===== config.mk =====
export PLATFORM = sky130hd
export DESIGN_NAME = key_matrix_change_detector_top_flat
export DESIGN_NICKNAME = d
export VERILOG_FILES = /design/src/design/kmcd_pkg.sv /design/src/design/kmcd_if.sv /design/src/design/key_matrix_change_detector_top.sv /design/src/design/kmcd_state_mem.sv /design/src/design/kmcd_event_gen.sv /design/src/flat_wrapper.sv
export SDC_FILE = /design/constraint.sdc
export NUM_CORES = 1
export LEC_CHECK = 0
export CORE_UTILIZATION = 50
export DETAILED_ROUTE_END_ITERATION = 8
export DONT_BUFFER_PORTS = 1
export GPL_TIMING_DRIVEN = 1
export PLACE_DENSITY_LB_ADDON = 0.1
export SLEW_MARGIN = 20
export SYNTH_ARGS = -nofsm -noshare
export SYNTH_HDL_FRONTEND = slang
export SYNTH_HIERARCHICAL = 1
export SYNTH_SLANG_ARGS = --single-unit

===== constraint.sdc =====
create_clock -name clk -period 6.9 [get_ports clk]
set_clock_uncertainty 0.2 [all_clocks]
set_input_delay 1.38 -clock clk [delete_from_list [all_inputs] [get_ports clk]]
set_output_delay 1.38 -clock clk [all_outputs]
set_load 0.02 [all_outputs]

===== src/design/kmcd_pkg.sv =====
// Shared types, constants and the keymap lookup for the key matrix change detector.
package kmcd_pkg;

    // Field widths of the scan request and of the change request.
    localparam int FIELD_COLS = 14;
    localparam int ROW_W      = 3;
    localparam int COL_W      = 4;
    localparam int CODE_W     = 8;

    // Keymap ROM geometry and the code reported for unmapped positions.
    localparam int ROM_ROWS = 6;
    localparam int ROM_COLS = 14;
    localparam logic [CODE_W-1:0] CODE_UNKNOWN = 8'd240;

    typedef logic [FIELD_COLS-1:0] col_vec_t;

    // Linux input codes, one row of the matrix per entry.
    localparam logic [CODE_W-1:0] KEYMAP [ROM_ROWS][ROM_COLS] = '{
        '{8'd1,  8'd59,  8'd60, 8'd61, 8'd62,  8'd63,  8'd64,
          8'd65, 8'd66,  8'd67, 8'd68, 8'd87,  8'd88,  8'd111},
        '{8'd41, 8'd2,   8'd3,  8'd4,  8'd5,   8'd6,   8'd7,
          8'd8,  8'd9,   8'd10, 8'd11, 8'd12,  8'd13,  8'd14},
        '{8'd15, 8'd16,  8'd17, 8'd18, 8'd19,  8'd20,  8'd21,
          8'd22, 8'd23,  8'd24, 8'd25, 8'd26,  8'd27,  8'd43},
        '{8'd58, 8'd30,  8'd31, 8'd32, 8'd33,  8'd34,  8'd35,
          8'd36, 8'd37,  8'd38, 8'd39, 8'd40,  8'd28,  8'd240},
        '{8'd42, 8'd44,  8'd45, 8'd46, 8'd47,  8'd48,  8'd49,
          8'd50, 8'd51,  8'd52, 8'd53, 8'd54,  8'd240, 8'd240},
        '{8'd29, 8'd125, 8'd56, 8'd57, 8'd100, 8'd240, 8'd97,
          8'd240, 8'd240, 8'd240, 8'd240, 8'd240, 8'd240, 8'd240}
    };

    // Work loaded into the event generator: changed columns, new levels, row.
    typedef struct packed {
        col_vec_t           diff;
        col_vec_t           now;
        logic [ROW_W-1:0]   row;
    } ev_load_t;

    // Keycode of a matrix position; positions outside the ROM are unknown.
    function automatic logic [CODE_W-1:0] keycode(input logic [ROW_W-1:0] row,
                                                  input logic [COL_W-1:0] col);
        logic [CODE_W-1:0] code;
        code = CODE_UNKNOWN;
        if ((32'(row) < ROM_ROWS) && (32'(col) < ROM_COLS))
        begin
            code = KEYMAP[row][col];
        end
        return code;
    endfunction

endpackage


===== src/design/kmcd_if.sv =====
// Valid/ready channel interfaces for scan requests and key change requests.
interface kmcd_scan_if;
    logic                           valid;
    logic                           ready;
    logic [kmcd_pkg::ROW_W-1:0]     row_index;
    logic [kmcd_pkg::FIELD_COLS-1:0] column_levels;

    modport source (output valid, row_index, column_levels, input ready);
    modport sink   (input valid, row_index, column_levels, output ready);
endinterface

interface kmcd_change_if;
    logic                           valid;
    logic                           ready;
    logic [kmcd_pkg::CODE_W-1:0]    key_code;
    logic                           key_pressed;
    logic [kmcd_pkg::ROW_W-1:0]     key_row;
    logic [kmcd_pkg::COL_W-1:0]     key_column;
    logic                           last_event;

    modport source (output valid, key_code, key_pressed, key_row, key_column, last_event,
                    input ready);
    modport sink   (input valid, key_code, key_pressed, key_row, key_column, last_event,
                    output ready);
endinterface


===== src/design/key_matrix_change_detector_top.sv =====
// Top level of the key matrix change detector.
// Each scan request carries one matrix row and its active-low column levels. The row's
// stored key state is read from a small synchronous memory in the cycle the request is
// taken, compared in the next cycle, and the new state is written back as the compare
// stage hands the row on; a write to the row being read in the same cycle is forwarded.
// A scan request is accepted every cycle as long as the event generator keeps up: a row
// with no change, or with a row number of ROWS or more, does not stall and yields nothing.
// A row with n changed keys yields n change requests, one per cycle while the receiver
// is ready, in ascending column order, the last flagged; the first is offered once the
// row has passed the compare stage and been loaded into the event generator. The single
// event generator sets the sustained rate at one change request per cycle while the
// receiver is ready. Stored states read as released after reset with no clearing pass.
module key_matrix_change_detector_top #(
    parameter int ROWS    = 6,
    parameter int COLUMNS = 14
) (
    input  logic          clk,
    input  logic          rst_n,
    kmcd_scan_if.sink     scan,
    kmcd_change_if.source change
);
    localparam int ADDR_W   = (ROWS > 1) ? $clog2(ROWS) : 1;
    localparam int ACT_COLS = (COLUMNS > kmcd_pkg::FIELD_COLS) ? kmcd_pkg::FIELD_COLS
                                                                  : COLUMNS;
    localparam kmcd_pkg::col_vec_t COL_MASK =
        kmcd_pkg::col_vec_t'((33'd1 << ACT_COLS) - 33'd1);

    logic                        in_fire;
    logic                        in_range;
    logic [ADDR_W-1:0]           scan_addr;
    logic                        s1_valid_reg;
    logic                        s1_range_reg;
    logic [kmcd_pkg::ROW_W-1:0]  s1_row_reg;
    kmcd_pkg::col_vec_t          s1_levels_reg;
    logic [ADDR_W-1:0]           s1_addr;
    kmcd_pkg::col_vec_t          rd_data;
    kmcd_pkg::col_vec_t          old_state;
    kmcd_pkg::col_vec_t          now_state;
    kmcd_pkg::col_vec_t          diff;
    logic                        fwd_valid_reg;
    logic [ADDR_W-1:0]           fwd_addr_reg;
    kmcd_pkg::col_vec_t          fwd_data_reg;
    logic                        s1_fire;
    logic                        wr_en;
    logic                        ev_load_valid;
    logic                        ev_can_load;
    kmcd_pkg::ev_load_t          ev_load;

    // Request intake and memory read address.
    assign in_fire   = scan.valid && scan.ready;
    assign in_range  = (32'(scan.row_index) < ROWS);
    assign scan_addr = ADDR_W'(scan.row_index);
    assign s1_addr   = ADDR_W'(s1_row_reg);

    kmcd_state_mem #(
        .ROWS (ROWS)
    ) u_state_mem (
        .clk     (clk),
        .rst_n   (rst_n),
        .rd_en   (in_fire && in_range),
        .rd_addr (scan_addr),
        .rd_data (rd_data),
        .wr_en   (wr_en),
        .wr_addr (s1_addr),
        .wr_data (now_state)
    );

    // Compare stage: the most recent write wins over the memory read for the same row.
    assign old_state = (fwd_valid_reg && (fwd_addr_reg == s1_addr)) ? fwd_data_reg : rd_data;
    assign now_state = ~s1_levels_reg & COL_MASK;
    assign diff      = (now_state ^ old_state) & COL_MASK;

    assign ev_load_valid = s1_valid_reg && s1_range_reg && (diff != '0);
    assign ev_load.diff  = diff;
    assign ev_load.now   = now_state;
    assign ev_load.row   = s1_row_reg;

    assign s1_fire    = s1_valid_reg && (!ev_load_valid || ev_can_load);
    assign wr_en      = s1_fire && s1_range_reg;
    assign scan.ready = !s1_valid_reg || s1_fire;

    // Compare stage control.
    always_ff @(posedge clk or negedge rst_n)
    begin
        if (!rst_n)
        begin
            s1_valid_reg  <= 1'b0;
            fwd_valid_reg <= 1'b0;
        end
        else
        begin
            if (in_fire)
            begin
                s1_valid_reg <= 1'b1;
            end
            else if (s1_fire)
            begin
                s1_valid_reg <= 1'b0;
            end
            if (wr_en)
            begin
                fwd_valid_reg <= 1'b1;
            end
        end
    end

    // Compare stage payload and write forwarding data.
    always_ff @(posedge clk)
    begin
        if (in_fire)
        begin
            s1_range_reg  <= in_range;
            s1_row_reg    <= scan.row_index;
            s1_levels_reg <= scan.column_levels;
        end
        if (wr_en)
        begin
            fwd_addr_reg <= s1_addr;
            fwd_data_reg <= now_state;
        end
    end

    kmcd_event_gen u_event_gen (
        .clk        (clk),
        .rst_n      (rst_n),
        .load_valid (ev_load_valid),
        .load       (ev_load),
        .can_load   (ev_can_load),
        .change     (change)
    );
endmodule


===== src/design/kmcd_state_mem.sv =====
// Row state memory: registered synchronous read, one write port, per-row valid bits.
module kmcd_state_mem #(
    parameter int ROWS = 6
) (
    input  logic                              clk,
    input  logic                              rst_n,
    input  logic                              rd_en,
    input  logic [(ROWS > 1 ? $clog2(ROWS) : 1)-1:0] rd_addr,
    output kmcd_pkg::col_vec_t                rd_data,
    input  logic                              wr_en,
    input  logic [(ROWS > 1 ? $clog2(ROWS) : 1)-1:0] wr_addr,
    input  kmcd_pkg::col_vec_t                wr_data
);
    kmcd_pkg::col_vec_t mem [ROWS];
    logic [ROWS-1:0]    written_reg;
    kmcd_pkg::col_vec_t rd_data_reg;
    logic               rd_hit_reg;

    // A row that was never written since reset reads as all released.
    always_ff @(posedge clk or negedge rst_n)
    begin
        if (!rst_n)
        begin
            written_reg <= '0;
        end
        else if (wr_en)
        begin
            written_reg[wr_addr] <= 1'b1;
        end
    end

    // Storage and registered read port.
    always_ff @(posedge clk)
    begin
        if (wr_en)
        begin
            mem[wr_addr] <= wr_data;
        end
        if (rd_en)
        begin
            rd_data_reg <= mem[rd_addr];
        end
    end

    always_ff @(posedge clk or negedge rst_n)
    begin
        if (!rst_n)
        begin
            rd_hit_reg <= 1'b0;
        end
        else if (rd_en)
        begin
            rd_hit_reg <= written_reg[rd_addr];
        end
    end

    assign rd_data = rd_hit_reg ? rd_data_reg : '0;
endmodule


===== src/design/kmcd_event_gen.sv =====
// Event generator: walks the changed columns of one row, lowest first, one request a cycle unless the receiver stalls.
module kmcd_event_gen (
    input  logic                 clk,
    input  logic                 rst_n,
    input  logic                 load_valid,
    input  kmcd_pkg::ev_load_t   load,
    output logic                 can_load,
    kmcd_change_if.source        change
);
    kmcd_pkg::col_vec_t          diff_reg;
    kmcd_pkg::col_vec_t          diff_next;
    kmcd_pkg::col_vec_t          now_reg;
    logic [kmcd_pkg::ROW_W-1:0]  row_reg;
    kmcd_pkg::col_vec_t          low_bit;
    kmcd_pkg::col_vec_t          rest;
    logic [kmcd_pkg::COL_W-1:0]  col;
    logic                        out_fire;
    logic                        is_last;

    // Isolate the lowest pending column and encode its position.
    assign low_bit = diff_reg & (~diff_reg + kmcd_pkg::col_vec_t'(1));
    assign rest    = diff_reg & ~low_bit;
    assign is_last = (rest == '0);

    always_comb
    begin
        col = '0;
        for (int i = 0; i < kmcd_pkg::FIELD_COLS; i++)
        begin
            if (low_bit[i])
            begin
                col = col | kmcd_pkg::COL_W'(i);
            end
        end
    end

    // Change request driven straight from the held row.
    assign change.valid       = (diff_reg != '0);
    assign change.key_code    = kmcd_pkg::keycode(row_reg, col);
    assign change.key_pressed = |(now_reg & low_bit);
    assign change.key_row     = row_reg;
    assign change.key_column  = col;
    assign change.last_event  = is_last;

    assign out_fire = change.valid && change.ready;
    assign can_load = !change.valid || (out_fire && is_last);

    always_comb
    begin
        diff_next = diff_reg;
        if (load_valid && can_load)
        begin
            diff_next = load.diff;
        end
        else if (out_fire)
        begin
            diff_next = rest;
        end
    end

    always_ff @(posedge clk or negedge rst_n)
    begin
        if (!rst_n)
        begin
            diff_reg <= '0;
        end
        else
        begin
            diff_reg <= diff_next;
        end
    end

    always_ff @(posedge clk)
    begin
        if (load_valid && can_load)
        begin
            now_reg <= load.now;
            row_reg <= load.row;
        end
    end
endmodule


===== src/flat_wrapper.sv =====
// flat-port wrapper written by rule: the top's interface ports become plain ports
module key_matrix_change_detector_top_flat 
#(
    parameter int ROWS    = 6,
    parameter int COLUMNS = 14
)
  (clk, rst_n, scan_valid, scan_row_index, scan_column_levels, scan_ready, change_valid, change_key_code, change_key_pressed, change_key_row, change_key_column, change_last_event, change_ready);
  kmcd_scan_if scan_i ();
  kmcd_change_if change_i ();
  input  logic clk;
  input  logic rst_n;
  input wire logic [$bits(scan_i.valid)-1:0] scan_valid;
  input wire logic [$bits(scan_i.row_index)-1:0] scan_row_index;
  input wire logic [$bits(scan_i.column_levels)-1:0] scan_column_levels;
  output wire logic [$bits(scan_i.ready)-1:0] scan_ready;
  output wire logic [$bits(change_i.valid)-1:0] change_valid;
  output wire logic [$bits(change_i.key_code)-1:0] change_key_code;
  output wire logic [$bits(change_i.key_pressed)-1:0] change_key_pressed;
  output wire logic [$bits(change_i.key_row)-1:0] change_key_row;
  output wire logic [$bits(change_i.key_column)-1:0] change_key_column;
  output wire logic [$bits(change_i.last_event)-1:0] change_last_event;
  input wire logic [$bits(change_i.ready)-1:0] change_ready;
  assign scan_i.valid = scan_valid;
  assign scan_i.row_index = scan_row_index;
  assign scan_i.column_levels = scan_column_levels;
  assign scan_ready = scan_i.ready;
  assign change_valid = change_i.valid;
  assign change_key_code = change_i.key_code;
  assign change_key_pressed = change_i.key_pressed;
  assign change_key_row = change_i.key_row;
  assign change_key_column = change_i.key_column;
  assign change_last_event = change_i.last_event;
  assign change_i.ready = change_ready;
  key_matrix_change_detector_top #(.ROWS(ROWS), .COLUMNS(COLUMNS)) u_core (.clk(clk), .rst_n(rst_n), .scan(scan_i), .change(change_i));
endmodule

# Yosys cells after proc, flatten, opt, wreduce, memory -nomap -nowiden

Memory sizes are Yosys's and may differ from the RTL's. A register that Yosys moved wholly into a read port is not among the register bits.
Cells that the tools add are included.

Flip-flop bits (word level): 75
RAM bits: 84
Bits in read-only memories: 896
Input bits: 21
Memories kept: 2

Memories:

| memory                 | words | width | read ports | clocked after memory_dff | wr ports | line                 | source |
|---|---|---|---|---|---|---|---|
| (name not given)       | 8     | 112   | 1          | 0                        | 0        | kmcd_pkg.sv:47       | `code = KEYMAP[row][col];` |
| u_core.u_state_mem.mem | 6     | 14    | 1          | 1                        | 1        | kmcd_state_mem.sv:14 | `kmcd_pkg::col_vec_t mem [ROWS];` |

Add/sub/neg operators: 1
$lt $le $gt $ge: 8
Eq/ne operators: 1
Mux-type cells: 31
Bitwise operators: 10
Reduce and logical (&&, ||, !) cells: 24

Operators with widths:

| cell                                                        | count |
|---|---|
| 2-to-1 mux 112 bit                                          | 2 |
| 2-to-1 mux 14 bit                                           | 4 |
| AND 14 bit                                                  | 3 |
| NOT 14 bit                                                  | 3 |
| binary-select mux 8 bit (select 4 bit)                      | 1 |
| nonzero test 14 bit                                         | 2 |
| 2-to-1 mux 4 bit                                            | 6 |
| 2-to-1 mux 8 bit                                            | 3 |
| adder 14 x 1 -> 14 bit (second input constant)              | 1 |
| zero test 14 bit                                            | 1 |
| OR reduction 14 bit                                         | 1 |
| XOR 14 bit                                                  | 1 |
| logical AND 1 bit                                           | 12 |
| 2-to-1 mux 3 bit                                            | 4 |
| less-than comparator 3 x 4 -> 1 bit (second input constant) | 2 |
| 2-to-1 mux 1 bit                                            | 7 |
| less-than comparator 3 bit (second input constant)          | 2 |
| bitwise OR 6 bit                                            | 1 |
| >= comparator 5 bit (second input constant)                 | 1 |
| NOT 4 -> 5 bit                                              | 1 |
| >= comparator 4 bit (second input constant)                 | 1 |
| less-than comparator 4 bit (second input constant)          | 1 |
| 2-to-1 mux 2 bit                                            | 2 |
| NOT 3 -> 4 bit                                              | 1 |
| other kinds (7)                                             | 12 |

# Depth between registers and ports, before layout

Gate-level depths: netlist of the first run.

Depth in word-level cells: 21
Mapped depth: 16
Gate-level depth less buffers: 13

# Modules after synthesis

The synthesis of the first run kept the hierarchy.

By module, submodules not included:

| module                         | times used | cells an instance | area an instance (um2) | sequential area each (um2) |
|---|---|---|---|---|
| kmcd_state_mem                 | 1          | 206               | 3,987.6                | 3,118.0 |
| kmcd_event_gen                 | 1          | 327               | 2,628.8                | 860.8 |
| key_matrix_change_detector_top | 1          | 113               | 1,642.8                | 1,101.1 |

# Least setup slack after synthesis of the first run

Ideal clock, no wire load.

Path type: flip-flop to flip-flop
Start: reg u_core.u_event_gen.diff_reg[1]
End: mem u_core/u_state_mem/mem[1][0] (netlist bit), enable pin
Library setup time: 0.404 ns
Arrival: 5.165 ns
Required time: 6.296 ns
Slack: 1.131 ns
Cell stages (with the launch flop): 16
Period minus slack after synthesis: 5.769 ns
Cells stage by stage: dfrtp_1 -> buf_6 -> or4_4 -> or4_4 -> buf_6 -> o31a_1 -> o32a_1 -> nor3_2 -> a21boi_2 -> buf_6 -> inv_1 -> inv_1 -> o41ai_2 -> nor2b_1 -> nand2_1 -> nor3_1

Longest elaborated chain between the ends: 13
Elaborated cells on any way between the ends: 16

RTL lines:

| element                                  | line                                 | source |
|---|---|---|
| from (decl)                              | kmcd_event_gen.sv:10                 | `kmcd_pkg::col_vec_t diff_reg;` |
| from (signal assigned)                   | kmcd_event_gen.sv:69                 | `diff_reg <= diff_next;` |
| NOT 14 bit                               | kmcd_event_gen.sv:21                 | `assign low_bit = diff_reg & (~diff_reg + kmcd_pkg::col_vec_t'(1));` |
| adder 14 x 1 -> 14 bit                   | kmcd_event_gen.sv:21                 |  |
| AND 14 bit                               | kmcd_event_gen.sv:21                 |  |
| NOT 14 bit                               | kmcd_event_gen.sv:22                 | `assign rest = diff_reg & ~low_bit;` |
| AND 14 bit *                             | kmcd_event_gen.sv:22                 |  |
| zero test 14 bit *                       | kmcd_event_gen.sv:23                 | `assign is_last = (rest == '0);` |
| named net change_last_event              | flat_wrapper.sv:21                   | `output wire logic [$bits(change_i.last_event)-1:0] change_last_event;` |
| logical AND 1 bit *                      | kmcd_event_gen.sv:46                 | `assign can_load = !change.valid \|\| (out_fire && is_last);` |
| logical OR 1 bit *                       | kmcd_event_gen.sv:46                 |  |
| named net u_core.ev_can_load             | key_matrix_change_detector_top.sv:46 | `logic ev_can_load;` |
| logical OR 1 bit *                       | key_matrix_change_detector_top.sv:78 | `assign s1_fire = s1_valid_reg && (!ev_load_valid \|\| ev_can_load);` |
| logical AND 1 bit *                      | key_matrix_change_detector_top.sv:78 |  |
| logical AND 1 bit *                      | key_matrix_change_detector_top.sv:79 | `assign wr_en = s1_fire && s1_range_reg;` |
| named net u_core.wr_en                   | key_matrix_change_detector_top.sv:44 | `logic wr_en;` |
| 2-to-1 mux 1 bit *                       | kmcd_state_mem.sv:35                 | `if (wr_en)` |
| 2-to-1 mux 1 bit (implied by the code) * | kmcd_state_mem.sv:37                 | `mem[wr_addr] <= wr_data;` |
| to (decl)                                | kmcd_state_mem.sv:14                 |  |

Mark *: on every way through the listed nets, which the timed path passes. The rest lies on a longest branch.

# Worst setup path in the final report of the first run

Start: reg u_core.u_event_gen.diff_reg[11]
End: out change_key_code[3]

Longest elaborated chain between the ends: 11
Elaborated cells on any way between the ends: 13

RTL lines:

| element                                              | line                 | source |
|---|---|---|
| NOT 14 bit                                           | kmcd_event_gen.sv:21 |  |
| adder 14 x 1 -> 14 bit                               | kmcd_event_gen.sv:21 |  |
| AND 14 bit *                                         | kmcd_event_gen.sv:21 |  |
| 2-to-1 mux 4 bit (2 in series)                       | kmcd_event_gen.sv:30 | `if (low_bit[i])` |
| 2-to-1 mux 4 bit *                                   | kmcd_event_gen.sv:30 |  |
| named net change_key_column[0]                       | flat_wrapper.sv:20   | `output wire logic [$bits(change_i.key_column)-1:0] change_key_column;` |
| NOT 4 -> 5 bit (implied by the code)                 | kmcd_pkg.sv:47       |  |
| binary-select mux 8 bit (select 4 bit)               | kmcd_pkg.sv:47       |  |
| 2-to-1 mux 8 bit (implied by the code) (2 in series) | kmcd_pkg.sv:47       |  |
| 2-to-1 mux 8 bit *                                   | kmcd_pkg.sv:45       | `if ((32'(row) < ROM_ROWS) && (32'(col) < ROM_COLS))` |
| to (decl)                                            | flat_wrapper.sv:17   | `output wire logic [$bits(change_i.key_code)-1:0] change_key_code;` |

Mark *: on every way through the listed nets, which the timed path passes. The rest lies on a longest branch. The select of a mux whose other input is x is not followed.

==> impl_metrics.yaml, run 1 <==
job:
  maxCapViolCount: 0
power:
  leakagePower_nw: 3.22
  p_clk_share_pct: 19.4
  switching_share_pct: 43.7
  internal-power_mw: 2.61
  p_comb_share_pct: 47.1
  p_sw_mw: 2.02
  power_density_nw_per_um2: 517
  seqPwrFrac_pct: 33.5
  vdd_drop_max_mv: 0.249
placement:
  dpl-instance-area_um2: 8400
  globalplace.congestion: 0.890
  port_buffers: 0
  dpl.hpwl_um: 12800
  dp_slack_ps: 1780
clocking:
  cts_tree: "built"
  cts-root-buf: "clkbuf_16"
  postCtsHoldBufs: 0
  path_clk_slew_ps: 60
  cts_setup_buffers: 0
  clock_latency_ps: 430
  clk_path_buf_depth: 2
  cts_buffers: 17
  cts_max_level: 4
  cts_resized: 0
  cts_sinks: 173
yosys:
  ys_ff_latch: 173
  synth_edf_count: 150
  synth-seq-area-share_pct: 61.5
  synth_area_leaders: "edfxtp_1 55%, dfrtp_1 7.0%, mux2i_1 3.9%"
  synth-compound-area-share_pct: 11.9
  synth_top_cell_by_area: "edfxtp_1"
  syn-num-nets: 674
  yosys.area_share.simple_pct: 10.3
  yosys.cell_types.count: 75
  ys_warn_count: 6
  synth_xor_area_share_pct: 2.12
  synth_top_family_by_area: "compound AO/OA/AOI/OAI gates"
  synth_cells: 646
  synthArstFlopShare_pct: 13.3
  synth.mux.area_fraction_pct: 8.15
  synth_top_area_share_pct: 54.5
  syn_area_um2: 8260
  synthAdderAreaFrac_pct: 1.18
  syn_area_per_cell_um2: 12.8
  ys.flop_type: "edfxtp_1"
final_layout:
  nets: 664
  area_delta_synth_final_pct: 8.51
  fin_area_um2: 8960
  regMostFlops: "u_core/u_state_mem/mem"
  largest_reg_flops: 84
  drive_gt1_share_pct: 12.9
  diodes: 0
  final_cell_mix: "150 x edfxtp_1, 51 x nor2_1, 38 x inv_1"
  final_common_cell: "edfxtp_1"
critical_path:
  critPathMaxStageDelay_ps: 850
  crit_chain: "nor4_2 > a21oi_1 > o211a_1 > buf_4 > inv_2 > nor2_1 > a2111oi_0 > a2111oi_0 > a311oi_1"
  required_ps: 5320
  crit_slowest_cell: "nor4_2"
  worst_path_most_repeated_cell: "a2111oi_0"
  cp_num_buf_inv: 2
  cpLargestDelayFamily: "compound AO/OA/AOI/OAI gates"
  cp_max_fo: 22
  crit_path_start_kind: "register"
  end_kind: "output port"
  worstPathArrival_ps: 4040
  crit_type: "reg -> out"
grt:
  grtUsageMet2_pct: 38.1
  grt.met1_usage_pct: 31.1
  grt_max_degree: 33
  grt_pass1_vias: 5027
  grt_util_met3_pct: 4.40
  grt_pass1_wl_um: 28900
  top_usage_layer: "met2"
  track_usage_pct: 23.6
  antenna_found_initial: 0
  grt_remaining_overflow: 0
status:
  outcome: "finished, final reports clean"
sta:
  rsz0062_at_grt: "false"
  setup_ws_ps: 1280
  hold_ws_ps: 264
  final_hold_viol_count: 0
  relSlewSlack_pct: 24.3
  worstMarginPinSlew_ps: 1140
  fmax_ghz: 0.178
  drv_slew: 0
  fin_setup_tns_ps: 0
  setup_viol: 0
  min_period_ps: 5620
  min_period_over_period_pct: 81.4
die:
  die_h_um: 131
  dieArea_um2: 17000
  coreArea_um2: 16000
  initial_core_util_pct: 51.6
  die_w_um: 131
  ios: 40
  core.rowCount: 46
route:
  drt-initial-drc-count: 384
  avgRoutedWirePerCell_um: 21.6
  via_per_inst: 5.96
  routed_wl_um: 18700
  vias: 5154
  ant_nets: 0
  drcViolationCount: 0
  dr.pass1.iters: 5
hold_path:
  min_path_type: "reg -> reg"
-- worst reg2reg max path: stages, from the launching register on --
cell and delay, ps:
dfrtp_1 500, or4_4 610, or4_4 550, o31a_1 250, o32a_1 190, nor3_2 430
a21boi_2 100, buf_4 200, inv_1 160, inv_1 70, o41ai_2 60, nor2b_1 170
buf_4 290, nand2b_1 170, nor2_1 140, buf_4 290
-- cell families (layout without fill, tap and decap cells) --
group	Yosys count	after routing
DFF	173	173
and+or+nand+nor	162	162
AOI/OAI and AO/OA	151	151
buffers and inverters	84	87
muxes	48	48
xor gates and xnor gates	20	20
adders and majority gates	8	8
-- synthesized netlist by cell type (11+ instances only) --
master    count
nor2_1       51
clkbuf_1     21
mux4_2       14
dfrtp_1      23
a21oi_1      37
o21ai_0      36
edfxtp_1    150
and2_1       14
mux2i_1      32
inv_1        38
xnor2_1      20
buf_2        11
nand2_1      33
-- final timing paths --
path / start / end / slack, ps / cells after the start
worst max-delay path: u_core/u_event_gen/diff_reg[11] / change_key_code[3] / 1280 / 9
worst min-delay path: u_core/u_state_mem/written_reg[0] / u_core/u_state_mem/written_reg[0] / 260 / 1
worst max register to register: u_core/u_event_gen/diff_reg[0] / u_core/u_state_mem/mem[2][10] / 2190 / 15
worst min register to register: u_core/u_state_mem/written_reg[0] / u_core/u_state_mem/written_reg[0] / 260 / 1
max in group asynchronous: rst_n / u_core/u_state_mem/written_reg[3] / 5960 / 0
min in group asynchronous: rst_n / u_core/u_event_gen/diff_reg[13] / 440 / 0
-- area by class of cell --
class                           instances  area, um^2
Multi-Input combinational cell        389        2790
Clock inverter                         11         109
Clock buffer                           21         450
Timing Repair Buffer                   14         105
Sequential cell                       173        5080
Inverter                               41         154
Tap cell                              216         270
Fill cell                            1356        7040
-- layer usage --
metal	routed length, um	vias to the layer above	part of all wire, %
met5	0	-	0
met4	487	0	2.6
met3	745	40	4.0
met2	9150	122	49
met1	8280	2593	44
li1	-	2399	-
-- power by group through the flow --
stage                     Sequential, mW  Combinational, mW  Clock, mW
after floorplan                     1.46               1.81          0
after global placement              1.56               2.16          0
after detailed placement            1.57               2.16          0
after CTS                           1.55               2.16      0.919
after global routing                1.58               2.37      0.959
final                               1.55               2.18      0.900
-- stage by stage --
stage	utilization [%]	std cells	power, mW
after detailed placement	52.5	833	3.73
after global placement	52.5	833	3.72
after floorplan	-	646	3.27
after CTS	56.0	865	4.63
after global routing	56.0	865	4.91
final	56.0	865	4.63
Note: power is estimated with default switching activity, not from simulation.
==> run 2, diff against run 1 <==
==> constraint.sdc (replaced) <==
create_clock -name clk -period 5 [get_ports clk]
set_clock_uncertainty 0.2 [all_clocks]
set_input_delay 1 -clock clk [delete_from_list [all_inputs] [get_ports clk]]
set_output_delay 1 -clock clk [all_outputs]
set_load 0.02 [all_outputs]
==> run 2 against run 1 <==
Effect of this change:
- setup slack worse by 1200 ps
- final cell count rose by 2.3%
- sequential share of layout area shrank 0.92 points
- non-clock buffer count up 19
- global-route usage decreased by 0.68 points
- largest cell class unchanged
- total power increased by 43%
- combinational power grew 51%
==> impl_metrics.yaml, run 2 (same netlist as run 1, synthesis figures left out) <==
status:
  outcome: "finished, final reports clean"
final_layout:
  final_cell_mix: "150 x edfxtp_1, 51 x nor2_1, 38 x inv_1"
  fin_area_um2: 9110
  fillers: 1331
  nets: 684
  final_common_cell: "edfxtp_1"
  drive_gt1_share_pct: 16.1
  area_delta_synth_final_pct: 10.3
  largest_reg_flops: 84
  multi_input_area_um2: 2800
  final_cells: 885
  seq_area_um2: 5080
  diodes: 0
  regMostFlops: "u_core/u_state_mem/mem"
route:
  ant_nets: 0
  via_per_inst: 5.86
  drcViolationCount: 0
  avgRoutedWirePerCell_um: 20.7
  drt-initial-drc-count: 531
  vias: 5190
  dr.pass1.iters: 5
  routed_wl_um: 18400
placement:
  dpl.hpwl_um: 12800
  dpl-instance-area_um2: 8550
  port_buffers: 0
  dp_slack_ps: 516
  placedCellCount: 852
  globalplace.congestion: 0.877
sta:
  rsz0062_at_grt: "false"
  final_hold_viol_count: 0
  fmax_ghz: 0.205
  setup_viol: 0
  relSlewSlack_pct: 37.6
  hold_ws_ps: 70.0
  worstMarginPinSlew_ps: 935
  min_period_over_period_pct: 97.4
  min_period_ps: 4870
  fin_setup_tns_ps: 0
  drv_slew: 0
  setup_ws_ps: 129
grt:
  grt_remaining_overflow: 0
  grt_pass1_wl_um: 28200
  track_usage_pct: 22.9
  grt_max_degree: 33
  antenna_found_initial: 0
  grt_pass1_vias: 5050
die:
  ios: 40
  coreArea_um2: 16000
  die_w_um: 131
  initial_core_util_pct: 51.6
  core.rowCount: 46
  dieArea_um2: 17000
  die_h_um: 131
clocking:
  cts-root-buf: "clkbuf_16"
  cts_max_level: 4
  clk_path_buf_depth: 2
  cts_buffers: 17
  cts_tree: "built"
  path_clk_slew_ps: 70
  cts_sinks: 173
  clock_latency_ps: 420
  cts_setup_buffers: 0
critical_path:
  worstPathArrival_ps: 3670
  crit_type: "reg -> out"
  required_ps: 3800
  cpLargestDelayFamily: "simple AND/OR/NAND/NOR gates"
  crit_slowest_cell: "or4_4"
  cp_max_fo: 15
  end_kind: "output port"
  crit_path_start_kind: "register"
  critPathMaxStageDelay_ps: 600
  crit_chain: "or4_4 > or4_4 > a2bb2oi_2 > inv_4 > buf_4 > nor2_1 > a22oi_1 > a21oi_1 > a221oi_1 > buf_4"
  cp_num_buf_inv: 3
power:
  vdd_drop_max_mv: 0.309
  leakagePower_nw: 3.31
  power_density_nw_per_um2: 726
hold_path:
  min_path_type: "in -> async"
job:
  maxCapViolCount: 0
[run 2: cell count changes in the layout (fill, tap and decap cells not counted), sizes merged]
cell / previous run / this run
buf: 14 / 33
bufinv: 1 / 0
clkbuf: 21 / 19
clkinv: 3 / 6
clkinvlp: 4 / 5
[run 2: metrics by stage]
stage	utilization (%)	total power [mW]
after floorplan	-	4.52
after global placement	53.4	5.37
after detailed placement	53.4	5.37
after CTS	56.9	6.59
after global routing	57.0	7.00
final	57.0	6.61
[run 2: where the power goes]
group | total [mW] | switching [mW] | internal (mW) | leakage [nW]
combinational | 3.30 | 2.12 | 1.18 | 1.40
clock | 1.22 | 0.556 | 0.660 | 0.260
sequential | 2.09 | 0.189 | 1.90 | 1.65
[run 2: worst register-to-register path, stage by stage, from the launching register on]
cell and delay [ps]:
dfrtp_1 460, or4_4 600, or4_4 540, o31a_1 260
o32a_1 180, nor3_2 210, a21boi_2 230, inv_1 200
inv_1 70, o41ai_2 60, nor2b_2 480, nand2_1 200
nor3_2 150, buf_4 270
[run 2: worst paths after layout]
kind	start	end	slack [ps]	depth (start not counted)
setup / recovery	u_core/u_event_gen/diff_reg[1]	change_key_code[2]	130	10
setup reg to reg	u_core/u_event_gen/diff_reg[1]	u_core/u_state_mem/mem[1][5]	560	13
max in group asynchronous	rst_n	u_core/u_event_gen/diff_reg[0]	4440	0
hold / removal	rst_n	u_core/u_event_gen/diff_reg[9]	70	0
hold reg to reg	u_core/u_state_mem/written_reg[3]	u_core/u_state_mem/written_reg[3]	270	1
min in group clk	u_core/u_state_mem/written_reg[3]	u_core/u_state_mem/written_reg[3]	270	1
[run 2: timing repair]
item,4_1_cts,5_1_grt
gates resized for setup,0,2
endpoints found under the setup margin,0,4
hold buffers,0,0
[run 2: cell type report]
type,count,share of cell area [%]
inverters,41,1.72
repair buffers,33,2.72
multi-input cells,389,30.7
well taps,216,2.97
flip-flops and latches,173,55.8
clock buffers,19,4.86
clock inverters,13,1.21
repair inverters,1,0.0824
[run 2: per-layer routing]
metal	track usage (%)	part of all wire, %	vias up
met2	39.1	51	145
li1	-	-	2438
met5	0	0	-
met3	4.60	4.1	21
met4	7.37	1.6	0
met1	29.5	43	2586
